[src/design/rdg_pkg.sv]
package rdg_pkg;

	localparam int BOARD_CELLS = 81;
	localparam int DIGITS_PER_DRAW = 7;
	localparam int POS_W = 7;
	localparam int CNT_W = 3;
	localparam int DIGIT_SHIFT = 9;

	typedef logic [63:0] word_t;
	typedef logic [POS_W-1:0] pos_t;
	typedef logic [CNT_W-1:0] cnt_t;

	typedef struct packed {
		word_t w0;
		word_t w1;
		word_t w2;
		word_t w3;
	} gen_state_t;

	localparam word_t SEED_W0 = 64'h180e_c6d3_3cfd_0aba;
	localparam word_t SEED_W1 = 64'hd5a6_1266_f0c9_392c;
	localparam word_t SEED_W2 = 64'ha958_2618_e03f_c9aa;
	localparam word_t SEED_W3 = 64'h39ab_dc45_29b1_661c;

	localparam pos_t LAST_POS = POS_W'(BOARD_CELLS - 1);
	localparam pos_t BOARD_END = POS_W'(BOARD_CELLS);
	localparam cnt_t MAX_CNT = CNT_W'(DIGITS_PER_DRAW);

endpackage

[src/design/rdg_xoshiro_step.sv]
module rdg_xoshiro_step (
	input  rdg_pkg::gen_state_t cur,
	output rdg_pkg::gen_state_t nxt,
	output rdg_pkg::word_t      result
);
	import rdg_pkg::*;

	word_t sum03;
	word_t sh;
	word_t t2;
	word_t t3;

	always_comb begin
		sum03  = cur.w0 + cur.w3;
		result = {sum03[40:0], sum03[63:41]} + cur.w0;
		sh     = {cur.w1[46:0], 17'd0};
		t2     = cur.w2 ^ cur.w0;
		t3     = cur.w3 ^ cur.w1;
		nxt.w1 = cur.w1 ^ t2;
		nxt.w0 = cur.w0 ^ t3;
		nxt.w2 = t2 ^ sh;
		nxt.w3 = {t3[18:0], t3[63:19]};
	end

endmodule

[src/design/random_digit_generator_core.sv]
// Each accepted draw advances the generator in the cycle it is accepted.
// The first digit appears in the cycle after acceptance; digits then leave one per cycle while out_stall is low.
// A draw has seven digits, or fewer at a board end.
// The next draw can be accepted in the cycle its predecessor's last digit is taken.
// Reset loads the fixed seed words, clears the tweak and the board position.
module random_digit_generator_core (
	input  logic               clk,
	input  logic               arst_n,
	input  logic               cfg_valid,
	output logic               cfg_ready,
	input  rdg_pkg::word_t     seed_tweak,
	input  logic               in_valid,
	output logic               in_stall,
	input  logic               reseed,
	output logic               out_valid,
	input  logic               out_stall,
	output logic [3:0]         digit,
	output logic               last_of_draw,
	output logic               last_of_board
);
	import rdg_pkg::*;

	word_t      tweak_q;
	gen_state_t gen_q;
	pos_t       cell_pos_q;

	logic       valid_s1;
	word_t      word_s1;
	pos_t       pos_s1;
	cnt_t       cnt_s1;

	gen_state_t gen_base;
	gen_state_t gen_next;
	word_t      gen_out;
	pos_t       pos_start;
	pos_t       remain;
	cnt_t       count;
	pos_t       pos_sum;
	logic       in_acc;
	logic       out_acc;
	logic [35:0] prod;

	assign cfg_ready = 1'b1;

	always_comb begin
		if (reseed) begin
			gen_base.w0 = SEED_W0 ^ tweak_q;
			gen_base.w1 = SEED_W1;
			gen_base.w2 = SEED_W2;
			gen_base.w3 = SEED_W3;
		end else begin
			gen_base = gen_q;
		end
	end

	rdg_xoshiro_step u_step (
		.cur    (gen_base),
		.nxt    (gen_next),
		.result (gen_out)
	);

	always_comb begin
		pos_start = (cell_pos_q >= BOARD_END) ? '0 : cell_pos_q;
		remain    = BOARD_END - pos_start;
		count     = (remain < POS_W'(DIGITS_PER_DRAW)) ? remain[CNT_W-1:0] : MAX_CNT;
		pos_sum   = pos_start + POS_W'(count);
	end

	assign out_valid = valid_s1;
	assign out_acc   = valid_s1 && !out_stall;
	assign in_stall  = valid_s1 && !(out_acc && cnt_s1 == cnt_t'(1));
	assign in_acc    = in_valid && !in_stall;

	assign prod          = {4'd0, word_s1[31:0]} * 36'd9;
	assign digit         = prod[35:32];
	assign last_of_draw  = (cnt_s1 == cnt_t'(1));
	assign last_of_board = (pos_s1 == LAST_POS);

	always_ff @(posedge clk or negedge arst_n) begin
		if (!arst_n) begin
			tweak_q    <= '0;
			gen_q      <= '{SEED_W0, SEED_W1, SEED_W2, SEED_W3};
			cell_pos_q <= '0;
		end else begin
			if (cfg_valid && cfg_ready) begin
				tweak_q <= seed_tweak;
			end
			if (in_acc) begin
				gen_q      <= gen_next;
				cell_pos_q <= (pos_sum == BOARD_END) ? '0 : pos_sum;
			end
		end
	end

	always_ff @(posedge clk or negedge arst_n) begin
		if (!arst_n) begin
			valid_s1 <= 1'b0;
			cnt_s1   <= '0;
		end else begin
			if (in_acc) begin
				valid_s1 <= 1'b1;
				cnt_s1   <= count;
			end else if (out_acc) begin
				valid_s1 <= (cnt_s1 != cnt_t'(1));
				cnt_s1   <= cnt_s1 - cnt_t'(1);
			end
		end
	end

	always_ff @(posedge clk) begin
		if (in_acc) begin
			word_s1 <= gen_out;
			pos_s1  <= pos_start;
		end else if (out_acc) begin
			word_s1 <= word_s1 >> DIGIT_SHIFT;
			pos_s1  <= (pos_s1 == LAST_POS) ? '0 : pos_s1 + pos_t'(1);
		end
	end

	a_cnt_nonzero: assert property (@(posedge clk) disable iff (!arst_n)
		valid_s1 |-> cnt_s1 != '0)
		else $error("digit count empty while a draw is pending");

	a_digit_range: assert property (@(posedge clk) disable iff (!arst_n)
		valid_s1 |-> digit <= 4'd8)
		else $error("digit out of range");

	a_pos_range: assert property (@(posedge clk) disable iff (!arst_n)
		cell_pos_q < BOARD_END)
		else $error("board position out of range");

	a_overlap: assert property (@(posedge clk) disable iff (!arst_n)
		(in_acc && valid_s1) |-> (out_acc && last_of_draw))
		else $error("new draw accepted before previous draw finished");

	a_board_end_last: assert property (@(posedge clk) disable iff (!arst_n)
		(valid_s1 && last_of_board) |-> last_of_draw)
		else $error("board end digit is not the last of its draw");

endmodule
[config.mk]
export PLATFORM = sky130hd
export DESIGN_NAME = random_digit_generator_core
export DESIGN_NICKNAME = d
export VERILOG_FILES = /design/src/design/rdg_pkg.sv /design/src/design/rdg_xoshiro_step.sv /design/src/design/random_digit_generator_core.sv
export SDC_FILE = /design/constraint.sdc
export NUM_CORES = 1
export LEC_CHECK = 0
export BUFFER_PORTS_ARGS = -buffer_cell sky130_fd_sc_hd__clkbuf_2
export CORE_MARGIN = 2
export CORE_UTILIZATION = 25
export DETAILED_ROUTE_END_ITERATION = 10
export PLACE_DENSITY = 0.4
export SYNTH_ARGS = -nofsm -noshare
export SYNTH_HDL_FRONTEND = slang
export SYNTH_SLANG_ARGS = --single-unit
[constraint.sdc]
create_clock -name clk -period 9.4 [get_ports clk]
set_clock_uncertainty 0.2 [all_clocks]
set_input_delay 0.94 -clock clk [delete_from_list [all_inputs] [get_ports clk]]
set_output_delay 0.94 -clock clk [all_outputs]
set_load 0.03 [all_outputs]
==> results.ini, run 1 <==
[outcome]
outcome = completed

[finish]
drive_above_1_share_pct = 14.5
final_area_mm2 = 0.0331
post-route-util_pct = 28.2
final_cell_count_no_fill = 4964
areaGrowthSynthToFinish_pct = 12.2
nets = 3648

[grt]
grt.busiest_layer = met2
grt_use_met3_pct = 1.75
grt_pass1_vias = 24200
grt_max_degree = 214
grt_usage_pct = 18.3
grt-ovfl-total = 0
grt_pass1_wl_mm = 167
met2_usage_pct = 30.2
antenna_found_initial = 1
grtUsageMet1_pct = 25.4

[sta]
slew_headroom_pct = 21.8
post-route-period-util_pct = 83.7
tns_ns = 0
hold_viol = 0
slew_viol_final = 0
worst_pin_slew_ns = 1.17
finalSetupViolations = 0
fmax_ghz = 0.127
rsz0062_at_grt = no
fin_crit_ns = 7.86

[logic_synthesis]
synth_area_leaders = dfrtp_1 (18%), dfstp_2 (11%), xnor2_1 (8.2%)
synth_nets = 3664
yosysTopAreaCell = dfrtp_1
synth_edf_count = 71
yosys-top-cells-count = a21oi_1 (398), o21ai_0 (333), nand2_1 (332)
synth_largest_type_area_fraction_pct = 17.7
ys.flop_type = dfrtp_1
syn_area_mm2 = 0.0295
syn_inst = 3400
synthMostInstantiatedCell = a21oi_1
synthArstFlopShare_pct = 82.3
syn_avg_cell_area_um2 = 8.69
ys_ff_latch = 402
ys_types = 93
ys_seq_area_share_pct = 35.8
synth_warnings = 0

[critical_path]
endpoint_kind = register
critPathLaunchType = input pin
critPathRequiredTime_ns = 9.69
crit_arrival_ns = 8.15
cp_max_fo = 72
r2r_start = gen_q[210]
critPathLaunch = reseed
critPathKind = in2reg

[floorplan]
initial_core_util_pct = 25.1
core_area_mm2 = 0.118
die_w_um = 348
dieArea_mm2 = 0.121
chipHeight_um = 348
std_cell_rows = 126
io_pins = 79

[route]
ant_nets = 0
viasPerCell = 5.02
drt_drc_violations_left = 0
post_drt_wl_per_cell_um = 22.6
drt_iter0_markers = 1622
dr.pass1.iters = 5
wl_mm = 112
vias = 24900

[power]
p_leak_nw = 13.3
power_mw = 14.8
ir_drop_mv = 0.162
p_per_area_mw_per_mm2 = 447

[clock_tree]
cts_setup_buffers = 0
hold_buffers = 0
clk_latency_ns = 0.63
cts_root_buf = clkbuf_16
cts_max_path_buffers = 3
cts_tree = built
cts.reportedPaths.clkPinSlew_ns = 0.06
ctsResizeCount = 0
cts.sinks = 402
cts_made_buffers = 50
cts_max_level = 2

[flow_run]
cap_violations = 0

[placed_design]
placed_cell_area_mm2 = 0.0315
gp_congestion = 0.951
dpl.cell_count = 4868
io_buffer_count = 77
dpl.hpwl_mm = 87.0

[worst_hold_path]
hold_path.class = in2async

-- cells in the final DEF (no fill, tap or decap), types with 29 or more instances in the layout --
cell type / count
nand4_1: 31
and3_1: 29
dfrtp_1: 209
a21o_1: 88
edfxtp_1: 71
ha_1: 192
xor2_1: 71
or2_2: 38
buf_4: 36
nor3_1: 131
nor2b_1: 47
clkbuf_16: 51
nand2_1: 329
nor2_1: 234
dfstp_2: 122
a21oi_1: 398
o21ai_0: 332
mux2_2: 122
a22oi_1: 56
clkbuf_2: 74
xnor2_1: 276
inv_1: 58
nand3_1: 71
-- area by class of cell --
| type | instances | area (um2) |
|---|---|---|
| Antenna cell | 2 | 5.00 |
| Clock buffer | 87 | 1510 |
| Clock inverter | 7 | 85.1 |
| Fill cell | 12600 | 84500 |
| Inverter | 60 | 225 |
| Multi-Input combinational cell | 2753 | 18100 |
| Sequential cell | 402 | 10600 |
| Tap cell | 1536 | 1920 |
| Timing Repair Buffer | 117 | 771 |
-- metrics by stage --
step                worst slack (ns)  hold slack (ns)
floorplan                       2.23            0.261
global placement               0.928            0.275
detailed placement             0.961            0.277
CTS                             1.61            0.132
global route                    1.09            0.153
finish                          1.54            0.107
-- flip-flops by register name, summed over array words and instances (netlist names) --
register,cells
cell_pos_q,7
cnt_s1,3
gen_q,256
out_valid,1
pos_s1,7
tweak_q,64
word_s1,64
-- layer usage --
layer  up-vias  routed length [um]
met5         -                   0
met4         0                2960
met3       110                3380
met2       460               52200
met1     12100               53500
li1      12200                   -
-- worst max-delay path, stage by stage --
cell,delay [ns]
buf_8,0.38
buf_4,0.39
nor2_1,0.08
a21oi_1,0.55
ha_1,0.45
a21o_1,0.22
a21o_1,0.17
a21oi_1,0.17
o21ai_0,0.15
a221oi_1,0.52
a2111oi_0,0.29
a2111oi_2,0.57
o211ai_1,0.20
xnor2_1,0.42
ha_1,0.36
and2_1,0.28
and3_1,0.25
nand4_1,0.15
o32ai_4,0.34
o21ai_2,0.15
a31oi_4,0.26
a32oi_2,0.17
or4_1,0.50
nand3_1,0.09
-- where the power goes --
part / total (mW) / internal [mW] / leakage [nW] / switching (mW)
registers: 3.67 / 2.69 / 4.38 / 0.981
logic: 9.25 / 3.54 / 8.16 / 5.71
clock network: 1.91 / 1.12 / 0.772 / 0.798
total: 14.8 / 7.34 / 13.3 / 7.49
-- kinds of logic (layout without fill, tap and decap cells) --
group | after synthesis | in the layout | share of synthesized area [%]
compound gates | 1081 | 1081 | 21.7
xor+xnor | 347 | 347 | 10.3
fa+ha+maj | 194 | 194 | 8.27
buf+inv | 245 | 271 | 3.21
flops | 402 | 402 | 35.8
mux | 132 | 132 | 4.99
other cells | 1 | 3 | 0.0127
simple gates | 998 | 998 | 15.7
-- path summary, 6_finish.rpt --
path,end,cells after the start,slack [ns]
min,tweak_q[51],1,0.11
max reg2reg,word_s1[57],22,2.14
max in group asynchronous,gen_q[205],2,7.44
min in group clk,gen_q[234],2,0.28
max,word_s1[57],24,1.54
min reg2reg,gen_q[234],2,0.28
Note: power is estimated with default switching activity, not from simulation.
==> run 2, diff against run 1 <==
--- a/config.mk
+++ b/config.mk
@@ -9,7 +9,7 @@
 export CORE_MARGIN = 2
 export CORE_UTILIZATION = 25
 export DETAILED_ROUTE_END_ITERATION = 10
-export PLACE_DENSITY = 0.4
+export PLACE_DENSITY = 0.41
 export SYNTH_ARGS = -nofsm -noshare
 export SYNTH_HDL_FRONTEND = slang
 export SYNTH_SLANG_ARGS = --single-unit
==> constraint.sdc (replaced) <==
create_clock -name clk -period 6.6 [get_ports clk]
set_clock_uncertainty 0.2 [all_clocks]
set_input_delay 0.66 -clock clk [delete_from_list [all_inputs] [get_ports clk]]
set_output_delay 0.66 -clock clk [all_outputs]
set_load 0.03 [all_outputs]
==> run 2 against run 1 <==
Effect of this change: power rose by 57%; flip-flop and latch count unchanged; global-route usage is 0.90 points higher; die area stayed put; count of clock-buffer cells in the layout is 11 lower; clock power is 53% higher; via count is 6.0% higher; sequential power rose by 43%; cell count rose by 9.2%.
==> results.ini, run 2 (synthesis results as in run 1) <==
[outcome]
outcome = completed

[route]
post_drt_wl_per_cell_um = 21.6
dr.pass1.iters = 5
wl_mm = 117
drt_drc_violations_left = 0
vias = 26400
ant_nets = 0
viasPerCell = 4.87
drt_iter0_markers = 1890

[critical_path]
endpoint = word_s1[25]
critPathKind = reg2reg
cp_max_fo = 7
r2r_start = gen_q[242]
critPathRequiredTime_ns = 6.89
endpoint_kind = register
crit_arrival_ns = 6.55
critPathLaunch = gen_q[242]
critPathLaunchType = register
r2r_slack_ns = 0.33
r2r-end = word_s1[25]
rr_worst_depth = 22

[finish]
drive_above_1_share_pct = 25.1
top_register = gen_q
nets = 4108
most-common-layout-cells = buf_4 (490), a21oi_1 (396), o21ai_0 (331)
n_fill_cell = 12600
final_area_mm2 = 0.0368
areaGrowthSynthToFinish_pct = 24.6
final_common_cell = buf_4
largest_register_ffs = 256
reg_top3 = gen_q: 256 flops, tweak_q: 64 flops, word_s1: 64 flops

[clock_tree]
cts_tree = built
cts_root_buf = clkbuf_16
cts.reportedPaths.clkPinSlew_ns = 0.06
cts_max_path_buffers = 3
clk_latency_ns = 0.62
cts.sinks = 402
cts_made_buffers = 50
cts_max_level = 2
cts_setup_buffers = 0

[grt]
grt-ovfl-total = 0
grt_pass1_vias = 25600
met2_usage_pct = 30.7
grt_usage_pct = 19.2
grt_max_degree = 180
grtUsageMet1_pct = 27.4
antenna_found_initial = 2
grt.busiest_layer = met2
grt_pass1_wl_mm = 175
grt_use_met3_pct = 1.68

[floorplan]
dieArea_mm2 = 0.121
chipHeight_um = 348
die_w_um = 348
io_pins = 79
std_cell_rows = 126
core_area_mm2 = 0.118
initial_core_util_pct = 25.1

[sta]
worst_slack_ns = 0.335
fmax_ghz = 0.160
slew_viol_final = 0
tns_ns = 0
worst_pin_slew_ns = 1.14
finalSetupViolations = 0
fin_crit_ns = 6.27
post-route-period-util_pct = 94.9
slew_headroom_pct = 23.8
hold_viol = 0
holdWs_ns = 0.0651
rsz0062_at_grt = no

[placed_design]
gp_congestion = 0.953
place_ws_ns = -0.365
dpl.hpwl_mm = 94.0
placed_cell_area_mm2 = 0.0351
io_buffer_count = 77

[power]
ir_drop_mv = 0.213
power_mw = 23.3
p_leak_nw = 15.6
p_per_area_mw_per_mm2 = 633

[worst_hold_path]
hold_path.class = in2reg

[flow_run]
cap_violations = 0

[run 2: changes by cell type in the layout (fill, tap and decap cells not counted), moves of 2 or more]
cell	before	now
clkbuf_1	26	13
bufinv_16	1	4
clkinv_2	2	10
a221oi_1	3	1
a21oi_2	1	3
buf_12	5	10
buf_4	36	490
a21oi_1	398	396
a221oi_2	0	2
[run 2: routing by layer]
metal  share of wire [%]  up-vias  wire length (um)
met1                  49    12700             57400
met2                  45      471             52400
li1                    -    13200                 -
met4                 3.5        0              4060
met3                 3.0      111              3490
met5                   0        -                 0
[run 2: per-stage QoR]
| step | instances | utilization (%) |
|---|---|---|
| 6_report | 5423 | 31.3 |
| 5_1_grt | 5422 | 31.3 |
| 4_1_cts | 5422 | 31.3 |
| 3_5_place_dp | 5327 | 29.8 |
| 3_3_place_gp | 5327 | 29.8 |
| 2_1_floorplan | 3400 | - |
[run 2: how the worst min path moves through the flow]
stage	from	endpoint	slack [ns]	cells past startpoint
2_1_floorplan	arst_n	cell_pos_q[0]	0.16	0
3_3_place_gp	gen_q[212]	gen_q[212]	0.28	2
3_5_place_dp	gen_q[214]	gen_q[214]	0.28	2
4_1_cts	seed_tweak[0]	tweak_q[0]	0.02	2
5_1_grt	seed_tweak[9]	tweak_q[9]	0.04	2
6_report	seed_tweak[21]	tweak_q[21]	0.07	2
[run 2: cell type report]
class | count | area [um2] | share of cell area (%)
clock inverter | 18 | 213 | 0.578
clock buffer | 76 | 1500 | 4.08
multi-input combinational | 2753 | 18100 | 49.1
tap | 1536 | 1920 | 5.22
sequential | 402 | 10600 | 28.7
antenna | 1 | 2.50 | 0.00680
timing repair buffer | 577 | 4290 | 11.7
inverter | 60 | 225 | 0.612
[run 2: repair_timing]
action,CTS,global route
hold buffers,1,0
setup endpoints to repair,0,16
hold endpoints to repair,51,0
resized for setup,0,9
[run 2: worst max-delay path: stages (launching register included)]
cell,delay [ns]
dfstp_2,0.60
nor2_1,0.05
a21oi_1,0.87
ha_1,0.39
buf_4,0.18
a21o_1,0.16
a41oi_1,0.20
o21ai_0,0.21
a211oi_1,0.26
buf_4,0.16
buf_4,0.10
xnor2_1,0.13
ha_1,0.37
nand2_2,0.06
or3_1,0.41
a21o_1,0.26
buf_4,0.16
o41ai_1,0.38
a21o_1,0.19
a21o_2,0.13
a21oi_1,0.08
or4b_1,0.51
nand3_1,0.08
[run 2: where the power goes]
part / switching (mW) / internal, mW / leakage [nW]
clock network: 1.19 / 1.73 / 0.850
logic: 8.28 / 6.86 / 10.4
registers: 1.41 / 3.82 / 4.38
==> run 3, diff against run 2 <==
--- a/config.mk
+++ b/config.mk
@@ -7,9 +7,9 @@
 export LEC_CHECK = 0
 export BUFFER_PORTS_ARGS = -buffer_cell sky130_fd_sc_hd__clkbuf_2
 export CORE_MARGIN = 2
-export CORE_UTILIZATION = 25
+export CORE_UTILIZATION = 50
 export DETAILED_ROUTE_END_ITERATION = 10
-export PLACE_DENSITY = 0.41
+export PLACE_DENSITY = 0.7
 export SYNTH_ARGS = -nofsm -noshare
 export SYNTH_HDL_FRONTEND = slang
 export SYNTH_SLANG_ARGS = --single-unit
==> run 3 against run 2 <==
Effect of this change: sequential share of layout area increased by 2.0 points; routed wire length decreased by 17%; first-iteration DRC count increased by 34%; critical path depth increased by 3; setup slack got worse by 0.015 ns; maximum frequency decreased by 0.24%; non-clock buffer count decreased by 156; via count increased by 0.87%; power decreased by 6.1%; cell count decreased by 17%; utilization increased by 27 points; combinational power decreased by 6%.
==> results.ini, run 3 (synthesis results as in run 1) <==
[outcome]
outcome = completed

[route]
vias = 26600
ant_nets = 0
wl_mm = 97.6
dr.pass1.iters = 6
viasPerCell = 5.93
post_drt_wl_per_cell_um = 21.7
drt_drc_violations_left = 0
drt_iter0_markers = 2531

[sta]
hold_viol = 0
worst_pin_slew_ns = 0.936
fmax_ghz = 0.159
rsz0062_at_grt = no
finalSetupViolations = 0
slew_headroom_pct = 37.6
fin_crit_ns = 6.28
post-route-period-util_pct = 95.2
tns_ns = 0
slew_viol_final = 0
holdWs_ns = 0.0953

[flow_run]
cap_violations = 0

[finish]
drive_above_1_share_pct = 21.6
top_register = gen_q
most-common-layout-cells = a21oi_1 (398), buf_4 (336), o21ai_0 (332)
areaGrowthSynthToFinish_pct = 16.5
final_common_cell = a21oi_1
reg_top3 = gen_q: 256 flops, tweak_q: 64 flops, word_s1: 64 flops
nets = 3947
largest_register_ffs = 256

[grt]
grt_pass1_wl_mm = 148
grt_pass1_vias = 24700
grt-ovfl-total = 0
grt_max_degree = 205
antenna_found_initial = 9
grt_usage_pct = 31.8

[clock_tree]
cts.reportedPaths.clkPinSlew_ns = 0.06
cts_tree = built
cts.sinks = 402
cts_made_buffers = 45
cts_setup_buffers = 0
clk_latency_ns = 0.59
cts_root_buf = clkbuf_16
cts_max_level = 2
cts_max_path_buffers = 3

[power]
internal-power_mw = 11.6
swShare_pct = 47.0
power_mw = 21.9
p_per_area_mw_per_mm2 = 636
p_switching_mw = 10.3
pwr-share-comb_pct = 64.8
ir_drop_mv = 0.324
p_clk_share_pct = 11.7
p_leak_nw = 14.8
sequentialPowerShare_pct = 23.5

[floorplan]
dieArea_mm2 = 0.0611
die_w_um = 247
std_cell_rows = 89
core_area_mm2 = 0.0587
chipHeight_um = 247
io_pins = 79
initial_core_util_pct = 50.3

[critical_path]
cp_max_fo = 43
endpoint_kind = register
critPathRequiredTime_ns = 6.73
critPathKind = in2reg
crit_arrival_ns = 6.41
critPathLaunchType = input pin

[placed_design]
io_buffer_count = 77
gp_congestion = 1.06
dpl.hpwl_mm = 75.8

[worst_hold_path]
hold_path.class = in2reg

## run 3: per-stage QoR
stage	cells	utilization [%]	worst slack [ns]	instance area (um2)
after floorplan	3400	-	0.00153	29600
after global placement	4408	56.0	-0.388	32900
after detailed placement	4408	56.0	-0.454	32900
after CTS	4492	58.6	0.0802	34400
after global routing	4492	58.6	0.00998	34400
final	4493	58.6	0.320	34400
## run 3: repair_timing
| item | CTS | global route |
|---|---|---|
| endpoints found under the setup margin | 0 | 29 |
| hold buffers | 1 | 0 |
| gates resized for setup | 0 | 5 |
| hold endpoints to repair | 68 | 0 |
## run 3: power by group through the flow
stage / registers [mW] / logic (mW) / clock network [mW]
2_1_floorplan: 4.62 / 9.27 / 0
3_3_place_gp: 5.13 / 13.7 / 0
3_5_place_dp: 5.16 / 13.8 / 0
4_1_cts: 5.12 / 13.9 / 2.60
5_1_grt: 5.26 / 15.5 / 2.69
6_report: 5.15 / 14.2 / 2.56
## run 3: path summary, 6_finish.rpt
check / from / to / slack (ns) / cells past startpoint
min: seed_tweak[1] / tweak_q[1] / 0.1 / 2
min in group asynchronous: arst_n / tweak_q[51] / 0.54 / 2
max in group asynchronous: arst_n / cell_pos_q[1] / 4.18 / 3
max reg2reg: gen_q[228] / word_s1[58] / 0.35 / 22
min reg2reg: gen_q[224] / gen_q[224] / 0.29 / 2
max: reseed / word_s1[54] / 0.32 / 25
## run 3: metal layers
| layer | GRT usage, % | wire, um |
|---|---|---|
| met4 | 13.3 | 4570 |
| met3 | 6.07 | 7190 |
| met1 | 43.6 | 42700 |
| met2 | 49.1 | 43100 |
| met5 | 0 | 63 |
## run 3: final cells by class
class / count / area, um2
inverters: 60 / 225
diodes: 1 / 2.50
clock inverters: 10 / 114
clock buffers: 73 / 1390
flip-flops and latches: 402 / 10600
repair buffers: 421 / 3080
fillers: 5207 / 24300
well taps: 773 / 967
multi-input cells: 2753 / 18100
## run 3: critical path, stage by stage
cell	delay (ns)
buf_12	0.22
buf_4	0.27
mux2_2	0.37
ha_1	0.31
o211ai_1	0.10
o211ai_1	0.29
a21oi_1	0.16
o21bai_1	0.25
a21oi_1	0.14
or2_2	0.32
buf_4	0.15
o31ai_1	0.32
xor2_1	0.19
ha_1	0.27
fa_1	0.43
a21o_1	0.19
a31o_2	0.27
a32o_1	0.26
nand3_1	0.15
a21oi_2	0.11
nor3_1	0.28
buf_4	0.17
nor2_1	0.07
a21o_1	0.18
a211o_1	0.25
